<file path="src/rtl/bcrb_pkg.sv">
// Shared types and constants for the block capture ring buffer.
// No dependencies; used by bcrb_ctrl, bcrb_dpath and the top level.
`timescale 1ns / 1ps
`default_nettype none

package bcrb_pkg;

  // default geometry
  localparam int SLOTS_DEF    = 8;
  localparam int CAPACITY_DEF = 1024;

  // channel widths
  localparam int IN_TDATA_W  = 80;
  localparam int IN_TUSER_W  = 3;
  localparam int OUT_TDATA_W = 120;

  // command codes carried on in_tuser
  typedef enum logic [2:0] {
    CMD_PUSH    = 3'd0,
    CMD_READ    = 3'd1,
    CMD_CONSUME = 3'd2,
    CMD_START   = 3'd3,
    CMD_STOP    = 3'd4,
    CMD_DEV_ERR = 3'd5
  } cmd_t;

  // sticky failure codes
  localparam logic [1:0] FAIL_NONE   = 2'd0;
  localparam logic [1:0] FAIL_BLOCK  = 2'd1;
  localparam logic [1:0] FAIL_FULL   = 2'd2;
  localparam logic [1:0] FAIL_DEVICE = 2'd3;

  // controller -> datapath strobes
  typedef struct packed {
    logic load;       // latch the accepted request
    logic exec;       // apply the request to the ring state
    logic len_rd;     // read length of the head block
    logic resp_load;  // load the result register
  } ctrl_t;

endpackage

`default_nettype wire

</file>
<file path="src/rtl/bcrb_ctrl.sv">
// Sequencing controller: one request at a time through execute, length read and result.
// Depends on bcrb_pkg.
`timescale 1ns / 1ps
`default_nettype none

module bcrb_ctrl (
  input  wire logic            clk,
  input  wire logic            rst_n,
  input  wire logic            in_tvalid,
  output logic                 in_tready,
  output logic                 out_tvalid,
  input  wire logic            out_tready,
  output bcrb_pkg::ctrl_t      ctrl
);

  typedef enum logic [3:0] {
    ST_IDLE = 4'b0001,
    ST_EXEC = 4'b0010,
    ST_LEN  = 4'b0100,
    ST_RESP = 4'b1000
  } state_t;

  state_t state_r, state_nxt;
  logic   out_valid_r, out_valid_nxt;

  always_comb begin
    state_nxt      = state_r;
    ctrl           = '0;
    in_tready      = 1'b0;
    unique case (state_r)
      ST_IDLE: begin
        in_tready = 1'b1;
        if (in_tvalid) begin
          ctrl.load = 1'b1;
          state_nxt = ST_EXEC;
        end
      end
      ST_EXEC: begin
        ctrl.exec = 1'b1;
        state_nxt = ST_LEN;
      end
      ST_LEN: begin
        ctrl.len_rd = 1'b1;
        state_nxt   = ST_RESP;
      end
      ST_RESP: begin
        // wait for the result register to drain
        if (!out_valid_r || out_tready) begin
          ctrl.resp_load = 1'b1;
          state_nxt      = ST_IDLE;
        end
      end
      default: state_nxt = ST_IDLE;
    endcase
  end

  always_comb begin
    priority if (ctrl.resp_load) begin
      out_valid_nxt = 1'b1;
    end else if (out_tready) begin
      out_valid_nxt = 1'b0;
    end else begin
      out_valid_nxt = out_valid_r;
    end
  end

  always_ff @(posedge clk) begin
    if (!rst_n) begin
      state_r     <= ST_IDLE;
      out_valid_r <= 1'b0;
    end else begin
      state_r     <= state_nxt;
      out_valid_r <= out_valid_nxt;
    end
  end

  assign out_tvalid = out_valid_r;

endmodule

`default_nettype wire

</file>
<file path="config.mk">
export PLATFORM = sky130hd
export DESIGN_NAME = bcrb_ctrl
export DESIGN_NICKNAME = d
export VERILOG_FILES = /design/src/rtl/bcrb_pkg.sv /design/src/rtl/bcrb_ctrl.sv
export SDC_FILE = /design/constraint.sdc
export NUM_CORES = 1
export LEC_CHECK = 0
export BUFFER_PORTS_ARGS = -buffer_cell sky130_fd_sc_hd__buf_2
export CORE_AREA = 2 2 39 41
export CTS_CLUSTER_DIAMETER = 50
export CTS_CLUSTER_SIZE = 14
export DETAILED_ROUTE_END_ITERATION = 16
export DIE_AREA = 0 0 41 43
export GPL_TIMING_DRIVEN = 0
export SKIP_LAST_GASP = 1
export SLEW_MARGIN = 15
export SYNTH_ARGS = -nofsm -noshare
export SYNTH_HDL_FRONTEND = slang
export SYNTH_SLANG_ARGS = --single-unit
</file>
<file path="constraint.sdc">
create_clock -name clk -period 3.53 [get_ports clk]
set_input_delay 0.5295 -clock clk [delete_from_list [all_inputs] [get_ports clk]]
set_output_delay 0.5295 -clock clk [all_outputs]
set_load 0.005 [all_outputs]
</file>
==> results by group, run 1 <==
Route
  • Vias: between 200 and 300
  • Post-DR wirelength/cell: 9.43 um
  • Drt via density: between 4 and 5
  • Final Routed Wirelength: 547 um
  • Drt drc: 0
  • First drt pass iteration count: 3
  • Initial DRC count: 2
  • Detail Route Antenna Nets: 0

Clocking
  • Clk Latency, worst-skew pair: between 0.2 and 0.25 ns
  • Sink Count: 5
  • Num CTS Buffers: 3
  • Root Buffer: clkbuf_4
  • Maximum clock path buffer count: 2
  • Post-CTS repair timing setup buffer count: 0
  • Clock transition at path regs: around 0.04 ns
  • CTS tree: built
  • Hold Buf Count CTS: 0
  • # H-tree levels: 1
  • Post-CTS Resized: 0

Power
  • PD cells: between 300 and 400 nW/um^2
  • VDD IR max: around 160 uV
  • Leak pwr: approximately 0.18 nW
  • Total power draw: between 150 and 200 uW

STA
  • Fmax achieved: around 510 MHz
  • Final setup TNS: 0 ns
  • Max Slew Vio Count: 0
  • Tcrit/Tclk final: a little under three fifths
  • Worst slew margin: between 70% and 80%
  • Hold Vio Cnt, Final: 0
  • Least-Margin Pin Slew: approximately 0.33 ns
  • # setup viols final: 0
  • Unrepaired setup endpoints after global routing: false
  • Clock Skew: 0.00114 ns
  • Min Tclk post-route: roughly 2 ns

Run
  • Max Cap Viol: 0

Synth
  • Area leader, netlist: dfxtp_1
  • Adder-Cell Fraction of Synth Area: 0%
  • Post-synth top area share: between 30 and 40%
  • Synthesized Nets: 33
  • Dominant synthesized flop cell: dfxtp_1
  • Synth Instances: 29
  • Synth area leaders: dfxtp_1, nor4b_4, nor2b_1
  • Synth Area in Compound Gates: between 15 and 20%
  • Syn. warnings: 0
  • Xor/xnor cell area share of the yosys netlist: 0%
  • Syn_area_per_cell: slightly above 10 sq um
  • Yosys cell types: 22
  • Post-synth top cells: dfxtp_1, nor2b_1, buf_4
  • Synth Area in Simple Gates: between 30% and 40%
  • Post-synthesis sequential area ratio: approximately a third
  • Async S/R FF share, synth: 0%
  • Largest family of logic cells by synthesized area: simple AND/OR/NAND/NOR gates
  • Mux share of post-synthesis cell area: 0%
  • Yosys reg bits: 5
  • EDFF count, synth: 0
  • Most frequent cell after synthesis: dfxtp_1
  • Synth Cell Area: approximately 300 sq um

Hold path
  • Hold crit path type: input pin to flop

Worst setup path
  • Crit Path Category: flop to primary output
  • Worst path arrival time: 1.43 ns
  • Top delay family on crit path: simple AND/OR/NAND/NOR gates
  • Req. time, crit path: roughly 3.0 ns
  • Worst Path Buf+Inv: 2
  • CP startpoint kind: flop
  • CP max stage cell: dfxtp_1
  • CP Max Fanout: 8
  • Critical Path Max Stage Delay: ~0.48 ns
  • Cells along the critical path: nor4b_1, nor2b_1, buf_4, buf_2
  • Worst Setup End Kind: primary output

Floorplanning
  • Die Span X: 41 um
  • Initial Util: between 20% and 30%
  • Cell Rows: 14
  • Core Area: 1380 sq um
  • Die height: ~43 um
  • # IOs: 10
  • Die area: between 1500 and 2000 sq um

Global routing
  • Initial antenna violation count: 0
  • First-pass GRT wire length: between 800 and 900 um
  • Largest net degree at the start of global routing: 9
  • Gr ovfl total: 0
  • All-Layer GR Usage: 7.75%
  • Number of global-route vias before repair: about 240

Run status
  • Outcome: finished clean

Placed design
  • RePlAce Congestion: approximately 0.74
  • Post-DP HPWL: a little over 400 um
  • Port-buffer cells: 9

Finish
  • Ant diodes: 0
  • Layout net count: 47
  • Layout Area Growth over Synthesis: 30.4%
  • Filler cell count: between 100 and 150
  • Layout cells sized above 1: a little over half
==> worst paths after layout <==
kind / startpoint / end / slack [ns] / depth (start not counted)
hold reg to reg: state_r[2] / state_r[3] / 0.58 / 2
setup reg to reg: state_r[3] / state_r[0] / 2.35 / 3
setup / recovery: state_r[3] / ctrl[0] / 1.57 / 4
hold / removal: in_tvalid / state_r[1] / 0.53 / 2
==> worst register-to-register path: stages, from the launching register on <==
cell,delay [ns]
dfxtp_1,0.48
nor4bb_1,0.33
o311a_1,0.20
o21bai_2,0.05
==> routing by layer <==
layer / wire (um) / GRT usage [%] / part of all wire (%) / up-vias
met5: 0 / 0 / 0 / -
met4: 12 / 6.00 / 2.2 / 0
met3: 42 / 3.14 / 7.7 / 2
met2: 236 / 10.3 / 43 / 9
met1: 255 / 9.42 / 47 / 115
li1: - / - / - / 132
==> area by class of cell <==
class                   instances  area (sq um)  share of cell area, %
inverters                       2          7.51                   1.92
flip-flops and latches          5           100                   25.6
repair buffers                  9          45.0                   11.5
well taps                      16          20.0                   5.11
plain buffers                   2          15.0                   3.83
clock buffers                   4          26.3                   6.71
multi-input cells              20           178                   45.4
==> placed cells by master, fill, tap and decap left out, drive strengths merged <==
cell type,count
dfxtp,5
o21a,1
nand3,1
buf,11
nor2,1
and3,2
nor4b,2
inv,2
o311a,1
clkbuf,4
nor4,1
nand2b,1
nor4bb,1
o21bai,1
a21bo,1
nor2b,3
o21ai,1
and2,2
a2111oi,1
==> where the power goes <==
group          total [mW]  switching, mW  internal (mW)
Sequential         0.0657        0.00627         0.0595
Clock              0.0672         0.0244         0.0428
Combinational      0.0235        0.00903         0.0145
Total               0.156         0.0397          0.117
==> cell families (layout without fill, tap and decap cells) <==
logic type             count (synthesis)  after routing
DFF                                    5              5
and+or+nand+nor                       14             14
buffers and inverters                  4             17
AOI/OAI and AO/OA                      6              6
==> sequential cells by signal, summed over array words and instances, names as in the netlist <==
register    count
state_r         4
out_tvalid      1
==> through the flow <==
stage          instance area (sq um)  hold slack [ns]  setup WS (ns)  cells  utilization (%)
2_1_floorplan                    300            0.532           2.00     29                -
3_3_place_gp                     365            0.578           1.81     54             26.4
3_5_place_dp                     365            0.579           1.80     54             26.4
4_1_cts                          392            0.523           1.54     58             28.3
5_1_grt                          392            0.550           1.40     58             28.3
6_report                         392            0.532           1.57     58             28.3
Power figures use the tool's default switching activity.
==> run 2, diff against run 1 <==
Clock period 3.53 ns to 1.8 ns, I/O delays scaled along.
==> results by group, run 2 (same netlist as run 1, synthesis figures left out) <==
Worst setup path
  • Worst path arrival time: 1.45 ns (was 1.43 ns)
  • CP Max Fanout: 8 (unchanged)
  • CP startpoint kind: flop (unchanged)
  • Top delay family on crit path: simple AND/OR/NAND/NOR gates (unchanged)
  • Cells along the critical path: nor4b_2, nor2b_1, buf_4, buf_2 (was nor4b_1, nor2b_1, buf_4, buf_2)
  • Crit Path Category: flop to primary output (unchanged)
  • CP max stage cell: dfxtp_1 (unchanged)
  • Critical Path Max Stage Delay: 0.49 ns (was 0.48 ns)
  • Req. time, crit path: 1.53 ns (was 3.00 ns)
  • Worst Setup End Kind: primary output (unchanged)
  • Worst Path Buf+Inv: 2 (unchanged)

Placed design
  • Dpl ws: 0.333 ns (was 1.80 ns)
  • RePlAce Congestion: 0.737 (unchanged)
  • Dpl cells: 54 (unchanged)
  • Placed Area: 365 sq um (unchanged)
  • Post-DP HPWL: 413 um (unchanged)
  • Port-buffer cells: 9 (unchanged)

Clocking
  • Maximum clock path buffer count: 2 (unchanged)
  • # H-tree levels: 1 (unchanged)
  • Root Buffer: clkbuf_4 (unchanged)
  • Post-CTS repair timing setup buffer count: 0 (unchanged)
  • CTS tree: built (unchanged)
  • Clock transition at path regs: 0.05 ns (was 0.04 ns)
  • Num CTS Buffers: 3 (unchanged)
  • Clk Latency, worst-skew pair: 0.24 ns (about the same)
  • Sink Count: 5 (unchanged)
  • Hold Buf Count CTS: 0 (unchanged)

Finish
  • Most frequent cells in the layout: buf_2, dfxtp_1, nor2b_1, clkbuf_4, buf_4 (unchanged)
  • Ant diodes: 0 (unchanged)
  • Final cell count without fillers: 58 (unchanged)
  • Max FFs per register: 4 (unchanged)
  • Layout net count: 47 (unchanged)
  • Layout Area Growth over Synthesis: 32.5% (was 30.4%)
  • Largest Register: state_r (unchanged)
  • Fin area: 398 sq um (was 392 sq um)
  • Final core utilization: 28.8% (was 28.3%)
  • Most common cell after layout, fill and taps aside: buf_2 (unchanged)
  • Layout cells sized above 1: 54.8% (was 52.4%)

Power
  • Leak pwr: 0.181 nW (was 0.180 nW)
  • Clock Power Share: 42.9% (about the same)
  • Switching part of the total: 25.9% (was 25.4%)
  • VDD IR max: 310 uV (was 155 uV)
  • Internal: 229 uW (was 117 uW)
  • Sequential Power Share: 42.1% (was 42.0%)
  • Sw Pwr: 80.3 uW (was 39.7 uW)
  • Total power draw: 309 uW (was 156 uW)
  • PD cells: 778 nW/um^2 (was 399 nW/um^2)
  • Logic pwr share: 14.9% (was 15.0%)

STA
  • Fmax achieved: ~580 MHz
  • Least-Margin Pin Slew: 0.359 ns (was 0.328 ns)
  • Tcrit/Tclk final: roughly 96%
  • Worst slew margin: 76.0% (was 77.8%)
  • Hold Vio Cnt, Final: 0 (unchanged)
  • Setup ws final: 0.0781 ns (was 1.57 ns)
  • # setup viols final: 0 (unchanged)
  • Max Slew Vio Count: 0 (unchanged)
  • Clock Skew: 0.000376 ns (was 0.00114 ns)
  • Min Tclk post-route: 1.72 ns

Global routing
  • All-Layer GR Usage: 7.75% (unchanged)
  • First-pass GRT wire length: 897 um (unchanged)
  • Initial antenna violation count: 0 (unchanged)
  • Largest net degree at the start of global routing: 9 (unchanged)
  • Gr ovfl total: 0 (unchanged)
  • Number of global-route vias before repair: 236 (unchanged)

Run
  • Max Cap Viol: 0 (unchanged)

Route
  • Post-DR wirelength/cell: 10.4 um (was 9.43 um)
  • Drt drc: 0 (unchanged)
  • Drt via density: 4.48 (was 4.45)
  • Final Routed Wirelength: 603 um (was 547 um)
  • Detail Route Antenna Nets: 0 (unchanged)
  • Initial DRC count: 0 (was 2)
  • Vias: 260 (was 258)
  • First drt pass iteration count: 1 (was 3)

Floorplanning
  • # IOs: 10 (unchanged)
  • Initial Util: 21.7% (unchanged)
  • Die Span X: 41 um (unchanged)
  • Cell Rows: 14 (unchanged)
  • Die area: 1760 sq um (unchanged)
  • Core Area: 1380 sq um (unchanged)
  • Die height: 43 um (unchanged)

Hold path
  • Hold crit path type: input pin to flop (unchanged)

Run status
  • Outcome: finished clean (unchanged)
-- run 2: routing by layer --
layer  vias up  share of wire, %  GRT usage [%]
met5         -                 0              0
met1       119                45           9.42
met4         0               3.2           6.00
li1        130                 -              -
met3         2               6.3           3.14
met2         9                45           10.3
-- run 2: power by group through the flow --
stage / combinational [mW] / clock [mW] / sequential [mW]
final: 0.0461 / 0.133 / 0.130
after global routing: 0.0510 / 0.142 / 0.131
after CTS: 0.0470 / 0.138 / 0.129
after detailed placement: 0.0466 / 0 / 0.131
after global placement: 0.0460 / 0 / 0.131
after floorplan: 0.0320 / 0 / 0.128
-- run 2: final timing paths --
check              from  slack (ns)  depth (start not counted)          to
max          state_r[3]        0.08                          4     ctrl[0]
min           in_tvalid        0.27                          2  state_r[1]
min reg2reg  state_r[2]        0.60                          2  state_r[3]
max reg2reg  state_r[3]        0.60                          3  state_r[0]
-- run 2: worst register-to-register path: stages (launching register included) --
cell and delay [ns]:
dfxtp_1 0.49, nor4bb_1 0.33, o311a_1 0.20, o21bai_2 0.05
-- run 2: final cells by class --
type	instances	area (sq um)
clock buffers	4	26.3
plain buffers	2	15.0
flip-flops and latches	5	100
well taps	16	20.0
fillers	143	986
inverters	2	7.51
multi-input cells	20	184
repair buffers	9	45.0
-- run 2: through the flow --
stage	TNS (ns)	hold slack, ns
finish	0	0.273
floorplan	0	0.388
detailed placement	0	0.521
global route	-0.00922	0.291
CTS	0	0.263
global placement	0	0.520
-- run 2: timing repair --
action	4_1_cts	5_1_grt
hold endpoints to repair	0	0
gates resized for setup	0	1
setup endpoints to repair	0	1
